==> src/rtl/rcw_pkg.sv <==
// ----------------------------------------------------------------------------
// rcw_pkg
// shared types and reset constants of the reno congestion window engine
// ----------------------------------------------------------------------------
package rcw_pkg;

   localparam int RSP_BITS = 32;
   localparam int SEG_BITS = 16;

   // register reset values
   localparam logic [SEG_BITS-1:0] RST_SEGMENT_SIZE      = 16'd1350;
   localparam logic [31:0]         RST_INITIAL_THRESHOLD = 32'd1350;
   localparam logic [31:0]         RST_INITIAL_WINDOW    = 32'd2700;
   localparam logic [31:0]         RST_PACING_VALUE      = 32'd123456789;

   // register indexes
   localparam logic [1:0] CSR_SEGMENT_SIZE      = 2'd0;
   localparam logic [1:0] CSR_INITIAL_THRESHOLD = 2'd1;
   localparam logic [1:0] CSR_INITIAL_WINDOW    = 2'd2;
   localparam logic [1:0] CSR_PACING_VALUE      = 2'd3;

   typedef enum logic [1:0] {
      ACT_FINISHED = 2'd0,
      ACT_DROPPED  = 2'd1,
      ACT_OTHER    = 2'd2
   } action_type;

   typedef enum logic [1:0] {
      PH_SLOW_START = 2'b01,
      PH_AVOIDANCE  = 2'b10
   } phase_type;

   typedef struct packed {
      logic [SEG_BITS-1:0] segment_size;
      logic [31:0]         pacing_value;
   } cfg_type;

   typedef struct packed {
      logic [RSP_BITS-1:0] window_out;
      logic [RSP_BITS-1:0] threshold_out;
      logic                phase_out;
      logic [31:0]         send_rate;
      logic                batch_end;
   } rsp_type;

endpackage

==> src/rtl/reno_congestion_window.sv <==
// ----------------------------------------------------------------------------
// reno_congestion_window: reno congestion window engine, one result per event
// result: registered, and valid in the cycle after its event beat is accepted
// throughput: one event per cycle while rsp_ready holds; stalls on the result side set the pace
// reset: window 2700, threshold 1350, slow start, registers to defaults
// ----------------------------------------------------------------------------
module reno_congestion_window import rcw_pkg::*; #(
   parameter int WINDOW_BITS = 32
) (
   input  logic        clock,
   input  logic        reset,
   // event channel
   input  logic        req_valid,
   output logic        req_ready,
   input  logic [1:0]  req_action,
   input  logic        req_last_in_batch,
   // result channel
   output logic        rsp_valid,
   input  logic        rsp_ready,
   output logic [31:0] rsp_window_out,
   output logic [31:0] rsp_threshold_out,
   output logic        rsp_phase_out,
   output logic [31:0] rsp_send_rate,
   output logic        rsp_batch_end,
   // configuration write port
   input  logic        csr_write_enable,
   input  logic [1:0]  csr_index,
   input  logic [31:0] csr_write_data
);

   cfg_type cfg;
   rsp_type result;
   rsp_type rsp_data;
   logic    accept;

   // an event beat is taken whenever the result register is empty or drains
   assign accept = req_valid && req_ready;

   // segment size and pacing value; the initial window and threshold are
   // reset constants in practice since reset also restores those registers
   rcw_csr u_csr (
      .clock            (clock),
      .reset            (reset),
      .csr_write_enable (csr_write_enable),
      .csr_index        (csr_index),
      .csr_write_data   (csr_write_data),
      .cfg              (cfg)
   );

   // state update: saturating ack count, doubling in slow start, one segment
   // per window in avoidance, halving with a one-segment floor on a drop; result is the new state
   rcw_core #(
      .WINDOW_BITS (WINDOW_BITS)
   ) u_core (
      .clock         (clock),
      .reset         (reset),
      .accept        (accept),
      .action        (req_action),
      .last_in_batch (req_last_in_batch),
      .cfg           (cfg),
      .result        (result)
   );

   // result register parts the two channels; ready only looks downstream
   rcw_out_reg u_out (
      .clock     (clock),
      .reset     (reset),
      .accept    (accept),
      .result    (result),
      .rsp_ready (rsp_ready),
      .rsp_valid (rsp_valid),
      .rsp_data  (rsp_data),
      .req_ready (req_ready)
   );

   // window and threshold report the low 32 bits of the state
   assign rsp_window_out    = rsp_data.window_out;
   assign rsp_threshold_out = rsp_data.threshold_out;
   assign rsp_phase_out     = rsp_data.phase_out;
   assign rsp_send_rate     = rsp_data.send_rate;
   assign rsp_batch_end     = rsp_data.batch_end;

endmodule

==> src/rtl/rcw_csr.sv <==
// ----------------------------------------------------------------------------
// rcw_csr
// configuration registers written through the plain write port
// ----------------------------------------------------------------------------
module rcw_csr import rcw_pkg::*; (
   input  logic        clock,
   input  logic        reset,
   input  logic        csr_write_enable,
   input  logic [1:0]  csr_index,
   input  logic [31:0] csr_write_data,
   output cfg_type     cfg
);

   logic [SEG_BITS-1:0] segment_size_ff, segment_size_in;
   logic [31:0]         pacing_value_ff, pacing_value_in;

   // initial threshold and window only matter at reset, and reset restores
   // their defaults as well, so writes to them leave nothing to store
   always_comb begin
      segment_size_in = segment_size_ff;
      pacing_value_in = pacing_value_ff;
      if (csr_write_enable) begin
         unique case (csr_index)
            CSR_SEGMENT_SIZE:      segment_size_in = csr_write_data[SEG_BITS-1:0];
            CSR_INITIAL_THRESHOLD: ;
            CSR_INITIAL_WINDOW:    ;
            CSR_PACING_VALUE:      pacing_value_in = csr_write_data;
         endcase
      end
   end

   always_ff @(posedge clock) begin
      if (reset) begin
         segment_size_ff <= RST_SEGMENT_SIZE;
         pacing_value_ff <= RST_PACING_VALUE;
      end else begin
         segment_size_ff <= segment_size_in;
         pacing_value_ff <= pacing_value_in;
      end
   end

   assign cfg.segment_size = segment_size_ff;
   assign cfg.pacing_value = pacing_value_ff;

endmodule

==> src/rtl/rcw_core.sv <==
// ----------------------------------------------------------------------------
// rcw_core
// window, threshold, acked-byte and phase state with its one-beat update
// ----------------------------------------------------------------------------
module rcw_core import rcw_pkg::*; #(
   parameter int WINDOW_BITS = 32
) (
   input  logic       clock,
   input  logic       reset,
   input  logic       accept,
   input  logic [1:0] action,
   input  logic       last_in_batch,
   input  cfg_type    cfg,
   output rsp_type    result
);

   localparam int W = WINDOW_BITS;

   logic [W-1:0] window_ff, window_in;
   logic [W-1:0] threshold_ff, threshold_in;
   logic [W-1:0] acked_ff, acked_in;
   phase_type    phase_ff, phase_in;

   logic [W-1:0] seg_w;
   logic [W:0]   ack_sum;
   logic [W-1:0] ack_sat;
   logic [W:0]   win_sum;
   logic [W-1:0] win_sat;
   logic [W-1:0] win_dbl;
   logic [W-1:0] half;
   logic [W-1:0] drop_thr;
   logic         ack_full;

   assign seg_w    = W'(cfg.segment_size);
   assign ack_sum  = {1'b0, acked_ff} + {1'b0, seg_w};
   assign ack_sat  = ack_sum[W] ? '1 : ack_sum[W-1:0];
   assign ack_full = ack_sat >= window_ff;
   assign win_sum  = {1'b0, window_ff} + {1'b0, seg_w};
   assign win_sat  = win_sum[W] ? '1 : win_sum[W-1:0];
   assign win_dbl  = window_ff[W-1] ? '1 : {window_ff[W-2:0], 1'b0};
   assign half     = window_ff >> 1;
   assign drop_thr = (half > seg_w) ? half : seg_w;

   always_comb begin
      window_in    = window_ff;
      threshold_in = threshold_ff;
      acked_in     = acked_ff;
      phase_in     = phase_ff;
      unique case (action_type'(action))
         ACT_FINISHED: begin
            acked_in = ack_sat;
            if (phase_ff == PH_SLOW_START) begin
               if (ack_full) begin
                  window_in = win_dbl;
                  acked_in  = '0;
               end
               if (window_in >= threshold_ff) phase_in = PH_AVOIDANCE;
            end else begin
               if (ack_full) begin
                  window_in = win_sat;
                  acked_in  = '0;
               end
            end
         end
         ACT_DROPPED: begin
            acked_in     = '0;
            threshold_in = drop_thr;
            window_in    = drop_thr;
            phase_in     = PH_AVOIDANCE;
         end
         default: ;  // other events and the unused code keep the state
      endcase
   end

   always_ff @(posedge clock) begin
      if (reset) begin
         window_ff    <= W'(RST_INITIAL_WINDOW);
         threshold_ff <= W'(RST_INITIAL_THRESHOLD);
         acked_ff     <= '0;
         phase_ff     <= PH_SLOW_START;
      end else if (accept) begin
         window_ff    <= window_in;
         threshold_ff <= threshold_in;
         acked_ff     <= acked_in;
         phase_ff     <= phase_in;
      end
   end

   assign result.window_out    = RSP_BITS'(window_in);
   assign result.threshold_out = RSP_BITS'(threshold_in);
   assign result.phase_out     = (phase_in == PH_AVOIDANCE);
   assign result.send_rate     = cfg.pacing_value;
   assign result.batch_end     = last_in_batch;

endmodule

==> src/rtl/rcw_out_reg.sv <==
// ----------------------------------------------------------------------------
// rcw_out_reg
// result register; refills in the beat it drains so, while rsp_ready holds, events flow every cycle
// ----------------------------------------------------------------------------
module rcw_out_reg import rcw_pkg::*; (
   input  logic    clock,
   input  logic    reset,
   input  logic    accept,
   input  rsp_type result,
   input  logic    rsp_ready,
   output logic    rsp_valid,
   output rsp_type rsp_data,
   output logic    req_ready
);

   logic    valid_ff, valid_in;
   rsp_type data_ff;

   assign req_ready = !valid_ff || rsp_ready;
   assign valid_in  = accept || (valid_ff && !rsp_ready);

   always_ff @(posedge clock) begin
      if (reset) begin
         valid_ff <= 1'b0;
      end else begin
         valid_ff <= valid_in;
      end
   end

   always_ff @(posedge clock) begin
      if (accept) begin
         data_ff <= result;
      end
   end

   assign rsp_valid = valid_ff;
   assign rsp_data  = data_ff;

endmodule

==> config.mk <==
export PLATFORM = sky130hd
export DESIGN_NAME = reno_congestion_window
export DESIGN_NICKNAME = d
export VERILOG_FILES = /design/src/rtl/rcw_pkg.sv /design/src/rtl/reno_congestion_window.sv /design/src/rtl/rcw_csr.sv /design/src/rtl/rcw_core.sv /design/src/rtl/rcw_out_reg.sv
export SDC_FILE = /design/constraint.sdc
export NUM_CORES = 1
export LEC_CHECK = 0
export BUFFER_PORTS_ARGS = -buffer_cell sky130_fd_sc_hd__buf_2
export CORE_ASPECT_RATIO = 0.9
export CORE_MARGIN = 1
export CORE_UTILIZATION = 39
export CTS_BUF_LIST = sky130_fd_sc_hd__clkbuf_16
export CTS_CLUSTER_SIZE = 16
export DETAILED_ROUTE_END_ITERATION = 8
export SYNTH_ARGS = -nofsm -noshare
export SYNTH_HDL_FRONTEND = slang
export SYNTH_SLANG_ARGS = --single-unit
==> constraint.sdc <==
create_clock -name clock -period 7.5 [get_ports clock]
set_clock_uncertainty 0.15 [all_clocks]
set_input_delay 0.375 -clock clock [delete_from_list [all_inputs] [get_ports clock]]
set_output_delay 0.375 -clock clock [all_outputs]
set_load 0.1 [all_outputs]
==> results by group, run 1 <==
Logic synthesis
  – XOR/XNOR Fraction of Synth Area: 0.01747
  – Mux cell area share after synthesis: 0.01627
  – Top cell type by total area after synthesis: dfxtp_1
  – Sequential fraction of the synthesis area: 0.4048
  – Cell area after synthesis: 14540 um2
  – Compound-gate portion of the synthesized area: 0.2417
  – Top FF cell, synth: dfxtp_1
  – Fraction of registers with async set/reset: 0
  – Post-Synthesis Cells: 1689
  – Synth top area share: 0.2024
  – Top post-synthesis cells by area: dfxtp_1, edfxtp_1, ha_1
  – Syn nets: 1845
  – Cell variety after synth: 80
  – Largest family of logic cells by synthesized area: compound AO/OA/AOI/OAI gates
  – Mean Syn Cell Area: 8.608 um2
  – Adder-cell area share of the yosys netlist: 0.09914
  – Number of synthesized flops with an enable pin: 98
  – Simple logic cell fraction of the synthesized area: 0.1667
  – Post-synth top cells: nand2_1, a21oi_1, dfxtp_1, ha_1
  – Synth warn: 0
  – Most common cell in the netlist: nand2_1
  – Yosys reg bits: 245

Clock network
  – Clock buffer depth: 3
  – CTS tree: built
  – CTS sink cnt: 245
  – H-tree levels: 1
  – TritonCTS Buffers: 30
  – Clock root buffer: clkbuf_16
  – Clk pin slew, worst setup/hold paths: 0.06 ns
  – Clock Latency Late Sink: 0.58 ns

Power and ir drop
  – Worst vdd rail ir drop: 0.0001794 V
  – Overall power: 3.936 mW
  – Leak pwr: 6.907 nW
  – Pwr Density: 230.0 nW/um2

Floorplan
  – Row count: 66
  – Die span in y: 185.2 um
  – Top Ports: 142
  – Core Box Area: 36420 um2
  – Starting density of the core: 0.3992
  – Die X-Extent: 205.5 um
  – Die Area: 38060 um2

Critical path
  – Cell family with most CP delay: compound AO/OA/AOI/OAI gates
  – Crit-path max FO: 17
  – Nature of the critical path endpoint: register
  – R2R cell count: 27
  – CP Class: reg2reg
  – Reg2reg setup slack: 0.55 ns
  – Worst path buffer plus inverter count: 2
  – Max incr delay on CP: 0.43 ns
  – RR Endpoint: u_out.rsp_data[33]
  – CP max stage cell: a221oi_2
  – CP arrival: 7.08 ns
  – RR Startpoint: u_csr.segment_size_ff[0]
  – CP startpoint kind: register
  – Required time of the worst setup path: 7.63 ns

Final layout
  – Share of cells above drive strength 1: 0.1375
  – Diode count: 0
  – Layout Nets: 1994
  – FF+latch area: 5886 um2
  – Area grow syn2layout: 17.70%
  – Post-route cell area: 17110 um2
  – Fillers: 3518
  – Area of the multi-input gates: 7906 um2

Timing
  – Period utilisation layout: 0.9271
  – Count of final setup violators: 0
  – Crit path time final: 6.953 ns
  – Fin Setup TNS: 0 ns
  – Final Max Tran Viols: 0
  – RSZ-0062 raised after global routing: false
  – Slew @ Worst Pin: 1.147 ns
  – Final Hold Fails: 0
  – Worst Slack Setup Final: 0.5470 ns
  – Slew HR: 0.2333
  – Fmax: 143.8 MHz

Global route
  – Total GRT Usage: 0.2680
  – Initial antenna violation count: 1
  – Vias in the first global route: 13110
  – First-pass GRT wire length: 78300 um
  – Largest net degree at the start of global routing: 67
  – GR Overflow Total: 0

Hold path
  – Hold Path Class: in2reg
  – Hold path endpoint: u_core.phase_ff[1]
  – Hold Path Stages: 3
  – Worst Min Path Start: req_action[0]

Placed design
  – Area of placed instances: 15780 um2
  – PortBufs: 141
  – DP HPWL: 36460 um
  – GPL Wtd Cong: 0.9784
  – Pre-CTS setup slack: 0.4387 ns

Routing
  – Vias per cell: 5.933
  – First drt pass iteration count: 8
  – Final wirelength: 51230 um
  – DR vias: 13870
  – Drt wl/cell: 21.91 um
  – DRT iter0 DRCs: 1506
  – DRC Markers: 0
  – Final antenna-violating net count: 0

Run
  – Max-cap violations: 0

Outcome
  – Outcome: finished, final reports clean
-- sequential cells by signal (all words and copies together), names as in the netlist --
signal and count:
u_core.acked_ff 32, u_core.phase_ff 2, u_csr.pacing_value_ff 32, u_out.rsp_valid 1, u_core.threshold_ff 32, u_csr.segment_size_ff 16, u_core.window_ff 32, u_out.rsp_data 98
-- placed cells by master (no fill, tap or decap), types with 10 or more instances in the layout --
master	count
a211oi_1	12
a21o_1	33
a21oi_1	155
a22o_1	23
a31oi_1	38
and3_1	12
buf_2	141
buf_4	43
clkbuf_16	31
clkinv_1	12
dfxtp_1	147
dlygate4sd3_1	35
edfxtp_1	98
ha_1	112
inv_1	97
mux2i_1	18
nand2_1	261
nand2b_1	20
nand3_1	51
nand4_1	17
nor2_1	95
nor3_1	25
nor4_1	10
o211ai_1	42
o21a_1	13
o21ai_0	91
o21ai_1	13
o221ai_1	10
o31ai_1	10
or3_1	14
xnor2_1	20
-- cell type report --
| type | count | share of cell area |
|---|---|---|
| clock buffers | 31 | 0.04533 |
| clock inverters | 25 | 0.01075 |
| inverters | 97 | 0.02142 |
| multi-input cells | 1244 | 0.4620 |
| well taps | 476 | 0.03480 |
| flip-flops and latches | 245 | 0.3439 |
| repair buffers | 220 | 0.08174 |
-- power breakdown --
group | internal, mW | switching (mW) | total (mW)
clock | 0.815 | 0.604 | 1.42
combinational | 0.283 | 0.715 | 0.998
sequential | 1.46 | 0.0603 | 1.52
total | 2.56 | 1.38 | 3.94
-- how the worst max path moves through the flow --
stage / slack (ns) / end / from / cells after the start
floorplan: 1.03 / u_out.rsp_data[33] / u_csr.segment_size_ff[0] / 28
global placement: 0.64 / u_out.rsp_data[33] / u_csr.segment_size_ff[0] / 27
detailed placement: 0.44 / u_out.rsp_data[33] / u_csr.segment_size_ff[0] / 28
CTS: 0.41 / u_out.rsp_data[33] / u_csr.segment_size_ff[0] / 28
global route: 0.004 / u_out.rsp_data[33] / u_csr.segment_size_ff[0] / 28
finish: 0.55 / u_out.rsp_data[33] / u_csr.segment_size_ff[0] / 27
-- routing by layer --
| metal | share of wire | global-route usage | wire length, um | up-vias |
|---|---|---|---|---|
| met5 | 0 | 0 | 0 | - |
| met4 | 0.034 | 0.08800 | 1746 | 0 |
| met3 | 0.085 | 0.04486 | 4354 | 113 |
| met2 | 0.42 | 0.3993 | 21560 | 653 |
| met1 | 0.46 | 0.3893 | 23570 | 6599 |
| li1 | - | - | - | 6507 |
-- cells by family after synthesis --
family	Yosys count
compound gates	538
simple gates	540
mux	23
buf+inv	200
xor+xnor	29
fa+ha+maj	114
flops	245
-- worst register-to-register path: cells and delay by family, from the launching register on --
kind	cells	cell delay (ns)
compound gates	17	3.69
fa+ha+maj	4	1.25
buf+inv	2	0.51
flops	1	0.36
simple gates	4	0.68
-- stage by stage --
| step | instances | utilization | hold WS, ns |
|---|---|---|---|
| floorplan | 1689 | - | 0.2581 |
| detailed placement | 2247 | 0.4333 | 0.2626 |
| global placement | 2247 | 0.4333 | 0.2620 |
| global route | 2338 | 0.4699 | 0.1923 |
| finish | 2338 | 0.4699 | 0.1850 |
| CTS | 2338 | 0.4693 | 0.1498 |
-- timing repair --
action | in CTS | in global routing
endpoints found under the setup margin | 0 | 2
endpoints found under the hold margin | 50 | 0
resized for setup | 0 | 4
hold buffers | 35 | 0
setup buffers | 0 | 0
No activity file was read; power rests on OpenSTA's default activity.
==> run 2: changes to the inputs <==
==> constraint.sdc (replaced) <==
create_clock -name clock -period 7.5 [get_ports clock]
set_clock_uncertainty 0.15 [all_clocks]
set_input_delay 1.5 -clock clock [delete_from_list [all_inputs] [get_ports clock]]
set_output_delay 1.5 -clock clock [all_outputs]
set_load 0.1 [all_outputs]
==> run 2 against run 1 <==
Via count down 0.41%. Non-clock buffer count down 35. Wire length down 0.74%. Largest cell class unchanged.
==> results by group, run 2 (synthesis gave the netlist of run 1 again) <==
Timing
  – Fmax: 142.1 MHz (was 143.8 MHz)
  – RSZ-0062 raised after global routing: false (unchanged)
  – Final Max Tran Viols: 0 (unchanged)
  – Count of final setup violators: 0 (unchanged)
  – Fin Setup TNS: 0 ns (unchanged)
  – Crit path time final: 7.035 ns (was 6.953 ns)
  – Period utilisation layout: 0.9380 (was 0.9271)
  – Slew @ Worst Pin: 1.184 ns (was 1.147 ns)
  – Worst Slack Setup Final: 0.4646 ns (was 0.5470 ns)
  – Final Hold Fails: 0 (unchanged)
  – Slew HR: 0.2086 (was 0.2333)

Outcome
  – Outcome: finished, final reports clean (unchanged)

Critical path
  – CP arrival: 7.25 ns (was 7.08 ns)
  – RR Startpoint: u_csr.segment_size_ff[0] (unchanged)
  – Required time of the worst setup path: 7.72 ns (was 7.63 ns)
  – CP Class: reg2reg (unchanged)
  – Reg2reg setup slack: 0.46 ns (was 0.55 ns)
  – Crit-path max FO: 29 (was 17)
  – R2R cell count: 24 (was 27)
  – CP startpoint kind: register (unchanged)
  – Nature of the critical path endpoint: register (unchanged)
  – RR Endpoint: u_out.rsp_data[33] (unchanged)

Final layout
  – Area grow syn2layout: 15.15% (was 17.70%)
  – Commonest cells after routing, fill and taps aside: nand2_1, a21oi_1, dfxtp_1 (unchanged)
  – Most common cell after layout, fill and taps aside: nand2_1 (unchanged)
  – Fillers: 3612 (was 3518)
  – Area of the multi-input gates: 7900 um2 (was 7906 um2)
  – Number of flip-flops under the largest register name: 98 (unchanged)
  – Layout Nets: 1957 (was 1994)
  – Share of cells above drive strength 1: 0.1399 (was 0.1375)
  – FF+latch area: 5886 um2 (unchanged)
  – Diode count: 0 (unchanged)
  – Post-route cell area: 16740 um2 (was 17110 um2)

Floorplan
  – Die span in y: 185.2 um (unchanged)
  – Top Ports: 142 (unchanged)
  – Die X-Extent: 205.5 um (unchanged)
  – Core Box Area: 36420 um2 (unchanged)
  – Die Area: 38060 um2 (unchanged)
  – Starting density of the core: 0.3992 (unchanged)
  – Row count: 66 (unchanged)

Clock network
  – CTS sink cnt: 245 (unchanged)
  – TritonCTS Buffers: 28 (was 30)
  – Clock buffer depth: 3 (unchanged)
  – Clk pin slew, worst setup/hold paths: 0.07 ns (was 0.06 ns)
  – H-tree levels: 1 (unchanged)
  – CTS tree: built (unchanged)
  – Clock Latency Late Sink: 0.57 ns (was 0.58 ns)
  – Clock root buffer: clkbuf_16 (unchanged)

Routing
  – DR vias: 13820 (was 13870)
  – DRT iter0 DRCs: 1653 (was 1506)
  – Final wirelength: 50850 um (was 51230 um)
  – Vias per cell: 6.009 (was 5.933)
  – Drt wl/cell: 22.12 um (was 21.91 um)
  – First drt pass iteration count: 6 (was 8)
  – DRC Markers: 0 (unchanged)
  – Final antenna-violating net count: 0 (unchanged)

Placed design
  – PortBufs: 141 (unchanged)
  – Area of placed instances: 15780 um2 (unchanged)
  – DP HPWL: 36700 um (was 36460 um)
  – Pre-CTS setup slack: 0.5051 ns (was 0.4387 ns)
  – GPL Wtd Cong: 0.9783 (was 0.9784)

Global route
  – Vias in the first global route: 12830 (was 13110)
  – First-pass GRT wire length: 77570 um (was 78300 um)
  – GR Overflow Total: 0 (unchanged)
  – Initial antenna violation count: 0 (was 1)
  – Total GRT Usage: 0.2665 (was 0.2680)
  – Largest net degree at the start of global routing: 67 (unchanged)

Hold path
  – Hold Path Class: reg2reg (was in2reg)
  – Hold Path Stages: 0 (was 3)
  – Hold path endpoint: u_out.rsp_data[8] (was u_core.phase_ff[1])
  – Worst Min Path Start: u_csr.pacing_value_ff[7] (was req_action[0])

Power and ir drop
  – Worst vdd rail ir drop: 0.0001441 V (was 0.0001794 V)
  – Leak pwr: 6.757 nW (was 6.907 nW)
  – Pwr Density: 233.5 nW/um2 (was 230.0 nW/um2)

Run
  – Max-cap violations: 0 (unchanged)
-- run 2: cell count changes in the layout (fill, tap and decap cells not counted), sizes merged --
cell	delta
clkinvlp	-4
clkbuf	-1
inv	-2
bufinv	+1
clkinv	+2
dlygate4sd3	-35
-- run 2: metal layers --
layer	wire length, um	vias to the layer above	global-route usage
met5	0	-	0
met4	1560	0	0.08533
met3	4023	91	0.03501
met2	21550	661	0.3927
met1	23710	6629	0.3975
li1	-	6434	-
-- run 2: stage by stage --
stage | total power, mW | util | cells | hold slack, ns
2_1_floorplan | 2.254 | - | 1689 | 0.2581
3_3_place_gp | 2.501 | 0.4333 | 2247 | 0.2618
3_5_place_dp | 2.509 | 0.4333 | 2247 | 0.2622
4_1_cts | 3.923 | 0.4593 | 2299 | 0.2623
5_1_grt | 4.059 | 0.4597 | 2299 | 0.2862
6_report | 3.909 | 0.4597 | 2299 | 0.2767
-- run 2: worst max-delay path by stage --
stage	startpoint	to	slack (ns)	cells after the start
finish	u_csr.segment_size_ff[0]	u_out.rsp_data[33]	0.46	24
global placement	u_csr.segment_size_ff[0]	u_out.rsp_data[33]	0.60	27
floorplan	u_csr.segment_size_ff[0]	u_out.rsp_data[33]	1.03	28
global route	u_csr.segment_size_ff[0]	u_out.rsp_data[33]	0.05	24
CTS	u_csr.segment_size_ff[0]	u_out.rsp_data[33]	0.49	28
detailed placement	u_csr.segment_size_ff[0]	u_out.rsp_data[33]	0.51	28
-- run 2: cell type report --
class | count | area share
repair buffers | 185 | 0.06263
clock inverters | 22 | 0.01158
inverters | 97 | 0.02190
clock buffers | 30 | 0.04484
flip-flops and latches | 245 | 0.3516
multi-input cells | 1244 | 0.4719
well taps | 476 | 0.03558
-- run 2: critical path: stages (launching register included) --
cell       delay [ns]
dfxtp_1          0.37
ha_1             0.26
fa_1             0.41
a211oi_1         0.33
o21ai_0          0.21
a21oi_1          0.27
o21ai_1          0.20
nand3_1          0.22
or2_2            0.30
buf_4            0.24
a31oi_1          0.12
ha_1             0.31
nand4_1          0.13
nor3_1           0.34
nand3_1          0.14
o2bb2ai_2        0.34
o21a_2           0.66
mux2i_1          0.58
ha_1             0.20
nand2_1          0.07
nor3_1           0.25
o31ai_1          0.11
o21ai_0          0.21
nand2_1          0.10
o311ai_0         0.27
-- run 2: what timing repair did --
action                                  CTS  global route
hold buffers                              0             0
gates resized for setup                   0             3
endpoints found under the setup margin    0             2
buffers inserted                          0             0
-- run 2: where the power goes --
part           internal, mW  switching [mW]
sequential             1.46          0.0602
combinational         0.271           0.712
clock                 0.826           0.581
